**config.mk**
```make
export PLATFORM = sky130hd
export DESIGN_NAME = serial_command_frame_receiver
export DESIGN_NICKNAME = d
export VERILOG_FILES = /design/src/hw/rtl/scfr_pkg.sv /design/src/hw/rtl/serial_command_frame_receiver.sv
export SDC_FILE = /design/constraint.sdc
export NUM_CORES = 1
export LEC_CHECK = 0
export ABC_AREA = 0
export BUFFER_PORTS_ARGS = -buffer_cell sky130_fd_sc_hd__buf_2
export CAP_MARGIN = 20
export CORE_MARGIN = 4
export CORE_UTILIZATION = 35
export CTS_BUF_LIST = sky130_fd_sc_hd__clkbuf_4 sky130_fd_sc_hd__clkbuf_8
export CTS_CLUSTER_DIAMETER = 150
export DETAILED_ROUTE_END_ITERATION = 8
export SLEW_MARGIN = 20
export SYNTH_ARGS = -nofsm -noshare
export SYNTH_HDL_FRONTEND = slang
export SYNTH_SLANG_ARGS = --single-unit
```
**constraint.sdc**
```tcl
create_clock -name clk -period 10.3 [get_ports clk]
set_clock_uncertainty 0.05 [all_clocks]
set_input_delay 1.03 -clock clk [delete_from_list [all_inputs] [get_ports clk]]
set_output_delay 1.03 -clock clk [all_outputs]
set_load 0.03 [all_outputs]
```
**src/hw/rtl/scfr_pkg.sv**
```systemverilog
`timescale 1ns / 1ps

package scfr_pkg;

  // Default line buffer depth in bytes
  localparam int BUF_DEPTH_DEF = 64;

  // Field widths
  localparam int FLEN_W = 9;  // header + length + checksum + up to 255 bytes
  localparam int LEN_W  = 6;
  localparam int SPD_W  = 16;

  // Frame sync bytes
  localparam logic [7:0] SYNC0 = 8'hAA;
  localparam logic [7:0] SYNC1 = 8'h55;

  // Line terminators
  localparam logic [7:0] CHAR_LF = 8'h0A;
  localparam logic [7:0] CHAR_CR = 8'h0D;

  // Command bytes
  localparam logic [7:0] CMD_MOVE    = 8'h01;
  localparam logic [7:0] CMD_STOP    = 8'h02;
  localparam logic [7:0] CMD_MODE    = 8'h03;
  localparam logic [7:0] CMD_STATUS  = 8'h04;
  localparam logic [7:0] CMD_ENC_RST = 8'h05;

  // Highest valid move direction
  localparam logic [7:0] DIR_MAX = 8'h09;

  // Configuration register indexes
  localparam logic CFG_SPEED_MIN = 1'b0;
  localparam logic CFG_SPEED_MAX = 1'b1;

  // Configuration reset values
  localparam logic signed [SPD_W-1:0] SPEED_MIN_RST = 16'sd0;
  localparam logic signed [SPD_W-1:0] SPEED_MAX_RST = 16'sd1000;

  // Result event codes
  typedef enum logic [3:0] {
    EV_MOVE       = 4'd0,
    EV_STOP       = 4'd1,
    EV_MODE_SET   = 4'd2,
    EV_STATUS     = 4'd3,
    EV_ENC_RST    = 4'd4,
    EV_TEXT_LINE  = 4'd5,
    EV_CSUM_ERR   = 4'd6,
    EV_TOO_SHORT  = 4'd7,
    EV_PLEN_ERR   = 4'd8,
    EV_BAD_DIR    = 4'd9,
    EV_BAD_MODE   = 4'd10,
    EV_UNKNOWN    = 4'd11
  } evt_t;

  // One result beat
  typedef struct packed {
    evt_t                     ev;
    logic [7:0]               cmd;
    logic [3:0]               dir;
    logic signed [SPD_W-1:0]  spd;
    logic                     mode;
    logic [LEN_W-1:0]         len;
  } res_t;

endpackage

```
**src/hw/rtl/serial_command_frame_receiver.sv**
```systemverilog
`timescale 1ns / 1ps
// A result is registered before it reaches the out_ ports, via the skid stage when held.
// Throughput: one byte per cycle; the output register plus a one-beat skid stage keep
// input acceptance going while a result waits, and in_stall rises only when both are full.
// Reset (synchronous, rst_n low): buffer empty, text mode, control mode 0,
// speed limits 0 and 1000; no clearing pass, the block is ready at once.

module serial_command_frame_receiver
  import scfr_pkg::*;
#(
  parameter int BUF_DEPTH = BUF_DEPTH_DEF
) (
  input  logic                    clk,
  input  logic                    rst_n,
  // received byte channel
  input  logic                    in_valid,
  output logic                    in_stall,
  input  logic [7:0]              in_rx_byte,
  // result channel
  output logic                    out_valid,
  input  logic                    out_stall,
  output logic [3:0]              out_event_res,
  output logic [7:0]              out_command_code,
  output logic [3:0]              out_direction,
  output logic signed [SPD_W-1:0] out_speed,
  output logic                    out_mode_value,
  output logic [LEN_W-1:0]        out_line_length,
  // configuration write channel
  input  logic                    cfg_valid,
  output logic                    cfg_ready,
  input  logic                    cfg_index,
  input  logic [SPD_W-1:0]        cfg_data
);

  localparam int FILL_W = $clog2(BUF_DEPTH + 1);

  // Buffer and frame state
  logic [FILL_W-1:0]       fill_r,  fill_nxt;
  logic                    bin_r,   bin_nxt;
  logic [FLEN_W-1:0]       flen_r,  flen_nxt;
  logic [7:0]              sum_r,   sum_nxt;
  logic                    ctrl_r,  ctrl_nxt;
  logic                    first_aa_r, first_aa_nxt;
  // Captured frame bytes: length, command, first two payload bytes
  logic [7:0]              n_r,    n_nxt;
  logic [7:0]              cmd_r,  cmd_nxt;
  logic [7:0]              pay0_r, pay0_nxt;
  logic [7:0]              pay1_r, pay1_nxt;
  // Speed limits
  logic signed [SPD_W-1:0] spd_min_r, spd_max_r;
  // Output register and skid stage
  logic                    out_valid_r, skid_valid_r;
  res_t                    out_r, skid_r;

  logic                    in_fire, out_fire;
  logic                    full, complete, is_eol, too_long;
  logic [FLEN_W-1:0]       flen_calc;
  logic [7:0]              cur_cmd;
  logic signed [SPD_W-1:0] spd_raw, spd_lo, spd_clamp;
  logic                    res_valid;
  res_t                    res;

  assign in_fire   = in_valid & ~in_stall;
  assign out_fire  = out_valid_r & ~out_stall;
  assign in_stall  = skid_valid_r;
  assign cfg_ready = 1'b1;

  assign full      = (fill_r == FILL_W'(BUF_DEPTH));
  assign is_eol    = (in_rx_byte == CHAR_LF) || (in_rx_byte == CHAR_CR);
  assign flen_calc = FLEN_W'(in_rx_byte) + FLEN_W'(4);
  assign too_long  = (flen_calc > FLEN_W'(BUF_DEPTH));
  assign complete  = bin_r && (flen_r != '0) &&
                     ((FLEN_W'(fill_r) + FLEN_W'(1)) == flen_r);
  // Command byte is the current byte only for an empty frame
  assign cur_cmd   = (fill_r == FILL_W'(3)) ? in_rx_byte : cmd_r;

  // Clamp move speed: lower bound first, then upper; high byte is the last byte
  assign spd_raw   = {in_rx_byte, pay1_r};
  assign spd_lo    = (spd_raw < spd_min_r) ? spd_min_r : spd_raw;
  assign spd_clamp = (spd_lo > spd_max_r) ? spd_max_r : spd_lo;

  // Advance buffer state and decode for one byte
  always_comb begin
    fill_nxt     = fill_r;
    bin_nxt      = bin_r;
    flen_nxt     = flen_r;
    sum_nxt      = sum_r;
    ctrl_nxt     = ctrl_r;
    first_aa_nxt = first_aa_r;
    n_nxt        = n_r;
    cmd_nxt      = cmd_r;
    pay0_nxt     = pay0_r;
    pay1_nxt     = pay1_r;
    res_valid    = 1'b0;
    res.ev       = EV_TEXT_LINE;
    res.cmd      = '0;
    res.dir      = '0;
    res.spd      = '0;
    res.mode     = ctrl_r;
    res.len      = '0;

    if (full) begin
      // drop the byte and restart the buffer
      fill_nxt = '0;
      bin_nxt  = 1'b0;
      flen_nxt = '0;
      sum_nxt  = '0;
    end else begin
      fill_nxt = fill_r + FILL_W'(1);
      if (fill_r >= FILL_W'(2)) begin
        sum_nxt = sum_r + in_rx_byte;
      end

      // capture fixed-position bytes
      if (fill_r == FILL_W'(0)) first_aa_nxt = (in_rx_byte == SYNC0);
      if (fill_r == FILL_W'(2)) n_nxt    = in_rx_byte;
      if (fill_r == FILL_W'(3)) cmd_nxt  = in_rx_byte;
      if (fill_r == FILL_W'(4)) pay0_nxt = in_rx_byte;
      if (fill_r == FILL_W'(5)) pay1_nxt = in_rx_byte;

      // enter binary mode on the sync pair
      if (!bin_r && (fill_r == FILL_W'(1)) && first_aa_r && (in_rx_byte == SYNC1)) begin
        bin_nxt = 1'b1;
      end

      // latch frame length from the length byte
      if (bin_r && (fill_r == FILL_W'(2))) begin
        flen_nxt = flen_calc;
        if (too_long) begin
          fill_nxt = '0;
          bin_nxt  = 1'b0;
          flen_nxt = '0;
          sum_nxt  = '0;
        end
      end

      if (complete) begin
        res_valid = 1'b1;
        res.cmd   = cur_cmd;
        if (n_r == 8'd0) begin
          res.ev = EV_TOO_SHORT;
        end else if (sum_r != in_rx_byte) begin
          res.ev = EV_CSUM_ERR;
        end else begin
          case (cur_cmd)
            CMD_MOVE: begin
              if (n_r != 8'd3) begin
                res.ev = EV_PLEN_ERR;
              end else if (pay0_r <= DIR_MAX) begin
                res.ev  = EV_MOVE;
                res.dir = pay0_r[3:0];
                res.spd = spd_clamp;
              end else begin
                res.ev  = EV_BAD_DIR;
                res.spd = spd_clamp;
              end
            end
            CMD_STOP: begin
              res.ev = (n_r != 8'd1) ? EV_PLEN_ERR : EV_STOP;
            end
            CMD_MODE: begin
              if (n_r != 8'd2) begin
                res.ev = EV_PLEN_ERR;
              end else if (pay0_r <= 8'd1) begin
                res.ev   = EV_MODE_SET;
                ctrl_nxt = pay0_r[0];
                res.mode = pay0_r[0];
              end else begin
                res.ev = EV_BAD_MODE;
              end
            end
            CMD_STATUS: begin
              res.ev = (n_r != 8'd1) ? EV_PLEN_ERR : EV_STATUS;
            end
            CMD_ENC_RST: begin
              res.ev = (n_r != 8'd1) ? EV_PLEN_ERR : EV_ENC_RST;
            end
            default: begin
              res.ev = EV_UNKNOWN;
            end
          endcase
        end
        fill_nxt = '0;
        bin_nxt  = 1'b0;
        flen_nxt = '0;
        sum_nxt  = '0;
      end else if (!bin_r && is_eol) begin
        // end of text line; length excludes the terminator
        res_valid = 1'b1;
        res.ev    = EV_TEXT_LINE;
        res.len   = LEN_W'(fill_r);
        fill_nxt  = '0;
        bin_nxt   = 1'b0;
        flen_nxt  = '0;
        sum_nxt   = '0;
      end
    end
  end

  // Hold buffer state; advance on each accepted byte
  always_ff @(posedge clk) begin
    if (!rst_n) begin
      fill_r     <= '0;
      bin_r      <= 1'b0;
      flen_r     <= '0;
      sum_r      <= '0;
      ctrl_r     <= 1'b0;
      first_aa_r <= 1'b0;
    end else if (in_fire) begin
      fill_r     <= fill_nxt;
      bin_r      <= bin_nxt;
      flen_r     <= flen_nxt;
      sum_r      <= sum_nxt;
      ctrl_r     <= ctrl_nxt;
      first_aa_r <= first_aa_nxt;
    end
  end

  // Capture frame bytes
  always_ff @(posedge clk) begin
    if (in_fire) begin
      n_r    <= n_nxt;
      cmd_r  <= cmd_nxt;
      pay0_r <= pay0_nxt;
      pay1_r <= pay1_nxt;
    end
  end

  // Write speed limits
  always_ff @(posedge clk) begin
    if (!rst_n) begin
      spd_min_r <= SPEED_MIN_RST;
      spd_max_r <= SPEED_MAX_RST;
    end else if (cfg_valid && cfg_ready) begin
      case (cfg_index)
        CFG_SPEED_MIN: spd_min_r <= cfg_data;
        CFG_SPEED_MAX: spd_max_r <= cfg_data;
        default: ;
      endcase
    end
  end

  // Output register with skid stage
  always_ff @(posedge clk) begin
    if (!rst_n) begin
      out_valid_r  <= 1'b0;
      skid_valid_r <= 1'b0;
    end else if (skid_valid_r) begin
      if (!out_valid_r || out_fire) begin
        out_valid_r  <= 1'b1;
        skid_valid_r <= 1'b0;
      end
    end else if (!out_valid_r || out_fire) begin
      out_valid_r <= in_fire && res_valid;
    end else if (in_fire && res_valid) begin
      skid_valid_r <= 1'b1;
    end
  end

  // Move payload along with the valid bits
  always_ff @(posedge clk) begin
    if (skid_valid_r) begin
      if (!out_valid_r || out_fire) out_r <= skid_r;
    end else if (!out_valid_r || out_fire) begin
      out_r <= res;
    end else if (in_fire && res_valid) begin
      skid_r <= res;
    end
  end

  assign out_valid        = out_valid_r;
  assign out_event_res    = out_r.ev;
  assign out_command_code = out_r.cmd;
  assign out_direction    = out_r.dir;
  assign out_speed        = out_r.spd;
  assign out_mode_value   = out_r.mode;
  assign out_line_length  = out_r.len;

  // Skid stage only fills behind a held output beat
  a_skid_behind_out: assert property (@(posedge clk) disable iff (!rst_n)
    skid_valid_r |-> out_valid_r)
    else $error("skid stage full with output register empty");

  // Fill count never passes the buffer depth
  a_fill_range: assert property (@(posedge clk) disable iff (!rst_n)
    fill_r <= FILL_W'(BUF_DEPTH))
    else $error("fill count beyond buffer depth");

  // Binary mode only after the sync pair is in the buffer
  a_bin_fill: assert property (@(posedge clk) disable iff (!rst_n)
    bin_r |-> (fill_r >= FILL_W'(2)))
    else $error("binary mode with fewer than two bytes buffered");

  // A latched frame length fits the buffer and is not yet reached
  a_flen_ok: assert property (@(posedge clk) disable iff (!rst_n)
    (flen_r != '0) |-> (bin_r && (flen_r <= FLEN_W'(BUF_DEPTH)) &&
                        (FLEN_W'(fill_r) < flen_r)))
    else $error("frame length out of range");

  // A mode set beat takes the mode byte into the control select
  a_mode_update: assert property (@(posedge clk) disable iff (!rst_n)
    (in_fire && complete && res_valid && (res.ev == EV_MODE_SET)) |=>
      (ctrl_r == $past(pay0_r[0])))
    else $error("control select not updated by mode set");

endmodule

```
==> results of run 1 <==
[power by group through the flow]
| stage | combinational [W] | sequential [W] | clock (W) |
|---|---|---|---|
| after floorplan | 0.000136 | 0.000765 | 0 |
| after global placement | 0.000175 | 0.000772 | 0 |
| after detailed placement | 0.000178 | 0.000772 | 0 |
| after CTS | 0.000180 | 0.000756 | 0.000502 |
| after global routing | 0.000202 | 0.000760 | 0.000531 |
| final | 0.000181 | 0.000757 | 0.000488 |
[worst register-to-register path: stages (launching register included)]
cell and delay [ns]:
edfxtp_1 0.41, ha_1 0.31, a2111o_1 0.40, a32oi_1 0.25, o211ai_1 0.17, mux2i_2 0.81
mux2_2 0.46, ha_1 0.33, nand4_1 0.11, nor3_1 0.30, nand2_1 0.17, a21oi_1 0.23
nor4_1 0.11, o22ai_4 0.62, mux2i_1 0.38, o21ai_0 0.14
[kinds of logic (layout without fill, tap and decap cells)]
| group | count (synthesis) | in the layout | synth area share (%) |
|---|---|---|---|
| buf+inv | 88 | 156 | 3.990 |
| fa+ha+maj | 47 | 47 | 6.712 |
| compound gates | 156 | 156 | 12.56 |
| flops | 171 | 171 | 50.99 |
| simple gates | 308 | 308 | 17.22 |
| xor+xnor | 22 | 22 | 2.172 |
| other cells | 1 | 1 | 0.04226 |
| mux | 52 | 52 | 6.317 |
[area by class of cell]
cell class,count,area [um^2]
fillers,2453,15100
flip-flops and latches,171,4524
multi-input cells,586,4024
well taps,330,412.9
repair buffers,76,395.4
clock buffers,18,241.5
inverters,48,180.2
clock inverters,14,162.7
[worst min-delay path by stage]
stage                                     from  slack [ns]                          to  cells past startpoint
floorplan               flen_r[8]$_SDFFE_PN0P_        0.39      flen_r[8]$_SDFFE_PN0P_                      1
global placement    spd_min_r[10]$_SDFFE_PN0P_        0.41  spd_min_r[10]$_SDFFE_PN0P_                      2
detailed placement      flen_r[8]$_SDFFE_PN0P_        0.41      flen_r[8]$_SDFFE_PN0P_                      1
CTS                 spd_min_r[10]$_SDFFE_PN0P_        0.43  spd_min_r[10]$_SDFFE_PN0P_                      2
global route        spd_min_r[10]$_SDFFE_PN0P_        0.45  spd_min_r[10]$_SDFFE_PN0P_                      2
finish              spd_min_r[10]$_SDFFE_PN0P_        0.42  spd_min_r[10]$_SDFFE_PN0P_                      2
[state kept, by name, summed over array words and instances, names as in the netlist, 4 cells and up]
register          count
out_command_code      8
pay1_r                8
out_line_length       6
flen_r                9
spd_max_r            16
out_event_res         4
out_direction         4
skid_r               39
sum_r                 8
spd_min_r            16
cmd_r                 8
out_speed            16
n_r                   8
pay0_r                8
fill_r                7
[stage by stage]
| stage | hold WS [ns] | utilization, % | instance area [um^2] | std cells |
|---|---|---|---|---|
| after global placement | 0.4064 | 38.05 | 9527 | 1211 |
| after detailed placement | 0.4097 | 38.05 | 9527 | 1211 |
| final | 0.4230 | 39.71 | 9941 | 1243 |
| after CTS | 0.4300 | 39.67 | 9931 | 1243 |
| after floorplan | 0.3932 | - | 8874 | 845 |
| after global routing | 0.4510 | 39.71 | 9941 | 1243 |
[per-layer routing]
metal | GRT usage, % | vias to the layer above | part of all wire [%]
met5 | 0 | - | 0
met4 | 4.199 | 0 | 1.5
met3 | 2.998 | 30 | 4.8
met2 | 22.98 | 144 | 46
met1 | 20.30 | 3037 | 48
li1 | - | 3167 | -
[cells in the final DEF, fill, tap and decap left out, types with 11 or more instances in the layout]
cell	n
a21boi_0	35
a21oi_1	22
and2_1	15
buf_2	70
clkbuf_8	17
dfxtp_1	61
edfxtp_1	110
ha_1	46
inv_1	47
mux2_2	25
mux2i_1	25
nand2_1	127
nand3_1	20
nor2_1	54
nor2b_1	12
nor3_1	15
o211ai_1	11
o21ai_0	19
o31ai_1	11
xnor2_1	14
==> metrics.md, run 1 <==
| Metric | Value |
|---|---|
| DRC viols | `0` |
| Max-slew headroom | `about a third` |
| First-pass GRT wire length | `roughly 33,000 um` |
| I/O pin count | `a little over 70` |
| Post-Syn Nets | `a little over 900` |
| Hold-fix buffers, CTS | `0` |
| Post-DP HPWL | `approximately 14,000 um` |
| EDFF count, synth | `110` |
| Final #Nets | `just under 1k` |
| Net Sw Frac | `a little over a quarter` |
| Total Power | `0.001426 W` |
| Post-Synthesis Cell Area | `roughly 0.0089 mm^2` |
| Clock power share | `34.2%` |
| Critical setup path kind | `input port to register` |
| Initial Util | `between 30% and 40%` |
| Syn Inst Count | `~850` |
| Root Buffer Master | `clkbuf_8` |
| Combinational fraction of design power | `around an eighth` |
| Die Area | `0.02796 mm^2` |
| NetSw | `between 0.0003 and 0.0004 W` |
| Sequential Power Share | `53.1%` |
| Top FF cell, synth | `edfxtp_1` |
| Antenna Diode Count | `0` |
| Largest cells by area after synthesis | `edfxtp_1 37%, dfxtp_1 14%, ha_1 6.5%, nand2_1 5.4%, mux2_2 3.2%` |
| Place WS | `roughly 3.8 ns` |
| Worst Path Arrival | `6.00 ns` |
| Yosys cell types | `72` |
| Die height | `~170 um` |
| P_leak | `between 3 and 4 nW` |
| Vias | `between 6k and 7k` |
| Slowest Stage Delay on Critical Path | `roughly 0.86 ns` |
| # resized after CTS | `0` |
| Reg2reg end | `out_speed[11]$_DFFE_PN_` |
| GRT overflow | `0` |
| Core Area | `0.02504 mm^2` |
| Critical Path Start | `in_rx_byte[1]` |
| RSZ-0062 raised after global routing | `no` |
| Cell family with most CP delay | `multiplexers` |
| Die Width | `167.2 um` |
| Share of layout cells above drive strength 1 | `between 10% and 20%` |
| Area growth syn-to-layout | `12.03%` |
| Final Hold Vio Count | `0` |
| Gr usage total | `between 10% and 20%` |
| CP required | `10.47 ns` |
| Synth cell count leaders | `128 x nand2_1, 110 x edfxtp_1, 61 x dfxtp_1` |
| Crit Path Max Fanout | `18` |
| Startpoint types | `input port` |
| Internal power | `~0.0010 W` |
| Yosys Warn Count | `0` |
| Total wire length | `about 20,000 um` |
| First-pass DRT Iterations | `5` |
| Post-synth top area cell | `edfxtp_1` |
| Run status | `finished clean` |
| CTS tree | `yes` |
| Largest net degree at the start of global routing | `71` |
| Vias in the first global route | `~6k` |
| Cell Chain, Critical Path | `buf_2, ha_1, nand4_1, nor3_1, a32oi_1, o211ai_1, mux2i_2, mux2_2, ha_1, nand4_1, nor3_1, nand2_1, a21oi_1, nor4_1, o22ai_4, mux2i_1, o21ai_0` |
| DR WL/cell | `around 16 um` |
| Final Setup Violations | `0` |
| Post-CTS setup buffer count | `0` |
| Worst-Margin Slew | `between 0.9 and 1 ns` |
| H-tree Lvls | `4` |
| Max-Cap Viols | `0` |
| CP Capture Point | `out_speed[11]$_DFFE_PN_` |
| Critical path's slowest cell | `mux2i_2` |
| Row count | `58` |
| Initial antenna violation count | `0` |
| Synth top area share | `37.23%` |
| Avg Cell Area, Syn | `about 11 um^2` |
| Worst-case reg-to-reg path depth | `15` |
| Fin crit period | `slightly below 6 ns` |
| R2R Setup Slk | `4.83 ns` |
| Worst-Skew Late Latency | `0.47 ns` |
| Final worst-path cycle share | `between 50% and 60%` |
| Critical Path End Type | `register` |
| Max Freq | `about 0.17 GHz` |
| Power density over the cells | `roughly 140 mW/mm^2` |
| Detailed router's first-iteration violation count | `472` |
| Clk pin slew, worst setup/hold paths | `0.10 ns` |
| CTS buffer count | `17` |
| Final Slew Violations | `0` |
| WP buf/inv | `1` |
| Sink Count | `171` |
| Post-synthesis sequential area ratio | `between 50 and 60%` |
| Class of the worst hold path | `register to register` |
| Clk buf depth | `2` |
| FF+latch count, synth | `between 150 and 200` |
| Setup ws final | `about 4.5 ns` |
| FF-to-FF Start | `pay1_r[1]$_DFFE_PP_` |
| VDD IR max | `between 70 and 80 uV` |
| Gpl congestion | `roughly 0.80` |
| CP Depth | `17` |
| Setup TNS Final | `0 ns` |
| Async S/R FF share, synth | `0%` |
| IO Port Bufs | `70` |
| DR vias/cell | `roughly 5.1` |
| Top-count cell post-synth | `nand2_1` |
| Antenna viol nets, final | `0` |
No activity file was read; power rests on OpenSTA's default activity.
==> run 2: changes to the inputs <==
==> constraint.sdc (replaced) <==
create_clock -name clk -period 5.1 [get_ports clk]
set_clock_uncertainty 0.05 [all_clocks]
set_input_delay 0.51 -clock clk [delete_from_list [all_inputs] [get_ports clk]]
set_output_delay 0.51 -clock clk [all_outputs]
set_load 0.03 [all_outputs]
==> run 2 against run 1 <==
Total power rose by 98%. Non-clock buffer count rose by 12. First-iteration DRC count fell by 11%. Critical endpoint is now out_speed[13]$_DFFE_PN_. Routed wire length rose by 3.4%. Flip-flop and latch count did not move.
==> metrics.md, run 2 (synthesis results as in run 1) <==
| Metric | Value |
|---|---|
| Run status | `finished clean` |
| DRC viols | `0 (unchanged)` |
| VDD IR max | `143.1 uV (+99%)` |
| Setup ws final | `0.3834 ns (-4.088 ns)` |
| Worst-Skew Late Latency | `0.47 ns (about the same)` |
| Hold-fix buffers, CTS | `0 (unchanged)` |
| Final Slew Violations | `0 (unchanged)` |
| Row count | `58 (unchanged)` |
| Share of layout cells above drive strength 1 | `18.16% (+1.1 points)` |
| GRT overflow | `0 (unchanged)` |
| Max Freq | `~0.21 GHz` |
| Antenna viol nets, final | `0 (unchanged)` |
| DR WL/cell | `16.74 um (+2.4%)` |
| Clk pin slew, worst setup/hold paths | `0.10 ns (about the same)` |
| Die Area | `0.02796 mm^2 (unchanged)` |
| Critical Path End Type | `register` |
| Vias in the first global route | `6,422 (+4.8%)` |
| Die height | `167.2 um (unchanged)` |
| Fin crit period | `4.717 ns` |
| First-pass GRT wire length | `34,320 um (+3.7%)` |
| Clk buf depth | `2 (unchanged)` |
| Area growth syn-to-layout | `12.85%` |
| Gpl congestion | `0.8503 (+6.4%)` |
| DR vias/cell | `5.147 (+0.32%)` |
| CTS buffer count | `17 (unchanged)` |
| Final #Nets | `989 (+1.2%)` |
| Total Power | `0.002827 W (+98%)` |
| RSZ-0062 raised after global routing | `no` |
| Place WS | `0.1883 ns (-3.587 ns)` |
| CP required | `5.26 ns (-5.21 ns)` |
| IO Port Bufs | `70 (unchanged)` |
| Worst Path Arrival | `4.88 ns (-1.12 ns)` |
| Sink Count | `171 (unchanged)` |
| Max-Cap Viols | `0 (unchanged)` |
| Max reg flops | `39 (unchanged)` |
| Vias | `6,460 (+1.3%)` |
| Max-slew headroom | `44.01% (+10 points)` |
| # resized after CTS | `0 (unchanged)` |
| Die Width | `167.2 um (unchanged)` |
| CTS tree | `yes` |
| Crit Path Max Fanout | `16 (-2)` |
| Initial Util | `35.44% (unchanged)` |
| First-pass DRT Iterations | `5 (unchanged)` |
| DP Cell Count | `1,223 (+0.99%)` |
| Startpoint types | `register` |
| Setup TNS Final | `0 ns (unchanged)` |
| Gr usage total | `15.14% (+0.61 points)` |
| Power density over the cells | `282.3 mW/mm^2 (+97%)` |
| Class of the worst hold path | `input port to register` |
| Final Non-Filler Cells | `1,255 (+0.97%)` |
| Final worst-path cycle share | `a little over 90%` |
| I/O pin count | `72 (unchanged)` |
| Most flops, register | `skid_r` |
| Total wire length | `21,000 um (+3.4%)` |
| Final Setup Violations | `0 (unchanged)` |
| Initial antenna violation count | `0 (unchanged)` |
| Antenna Diode Count | `0 (unchanged)` |
| Largest net degree at the start of global routing | `49 (-31%)` |
| P_leak | `3.843 nW (+1.3%)` |
| Root Buffer Master | `clkbuf_8` |
| Post-DP HPWL | `15,220 um (+6.2%)` |
| Commonest non-fill, non-tap cell in the layout | `nand2_1` |
| Core Area | `0.02504 mm^2 (unchanged)` |
| Worst-Margin Slew | `0.8307 ns (-0.1425 ns)` |
| Detailed router's first-iteration violation count | `419 (-11%)` |
| H-tree Lvls | `4 (unchanged)` |
| Post-CTS setup buffer count | `0 (unchanged)` |
| Critical setup path kind | `register to register` |
| Final Hold Vio Count | `0 (unchanged)` |
| Commonest non-fill, non-tap cells in the layout | `127 x nand2_1, 110 x edfxtp_1, 70 x buf_2` |
[run 2: changes by cell type in the layout (fill, tap and decap cells not counted)]
cell,change
clkinv_8,+1
o22ai_4,-1
buf_4,+10
bufinv_16,-2
inv_6,+4
buf_12,+2
clkinv_4,-3
o22ai_2,+1
[run 2: worst paths after layout]
check	startpoint	end	slack, ns	cells after the start
setup / recovery	spd_min_r[13]$_SDFFE_PN0P_	out_speed[13]$_DFFE_PN_	0.38	19
hold / removal	cfg_data[11]	spd_max_r[11]$_SDFFE_PN0P_	0.25	3
setup reg to reg	spd_min_r[13]$_SDFFE_PN0P_	out_speed[13]$_DFFE_PN_	0.38	19
hold reg to reg	spd_min_r[11]$_SDFFE_PN0P_	spd_min_r[11]$_SDFFE_PN0P_	0.43	2
[run 2: final cells by class]
class / instances / area (um^2)
sequential: 171 / 4524
clock buffer: 18 / 241.5
timing repair buffer: 88 / 510.5
clock inverter: 14 / 127.6
multi-input combinational: 586 / 4016
inverter: 48 / 180.2
fill: 2458 / 15020
tap: 330 / 412.9
[run 2: worst max-delay path, stage by stage (launching register included)]
cell      delay (ns)
dfxtp_1         0.39
inv_1           0.07
ha_1            0.29
nand4_1         0.16
nor3_1          0.26
a32oi_1         0.14
o211ai_1        0.17
mux2i_2         0.33
buf_4           0.23
mux2_2          0.37
ha_1            0.31
a21oi_1         0.14
o21ai_0         0.12
nand2_1         0.08
o21ai_0         0.10
o41a_1          0.43
o22ai_2         0.14
buf_12          0.20
mux2i_1         0.35
o21ai_1         0.13
[run 2: layer usage]
metal	share of wire, %	wire, um	GRT usage, %
met1	47	9892	20.34
met2	48	10050	25.45
met3	3.7	772	2.573
met4	1.4	291	4.128
met5	0	0	0
[run 2: through the flow]
stage	area [um^2]	hold slack (ns)	util (%)
after floorplan	8879	0.3932	-
after global placement	9642	0.4058	38.51
after detailed placement	9644	0.4128	38.52
after CTS	10010	0.2150	40.00
after global routing	10010	0.2391	40.00
final	10010	0.2547	40.00
[run 2: where the power goes]
group          internal (W)  total (W)  leakage, nW  switching [W]
clock              0.000362   0.000916        0.181       0.000554
combinational      0.000158   0.000384         2.09       0.000226
sequential          0.00150    0.00153         1.57      0.0000304
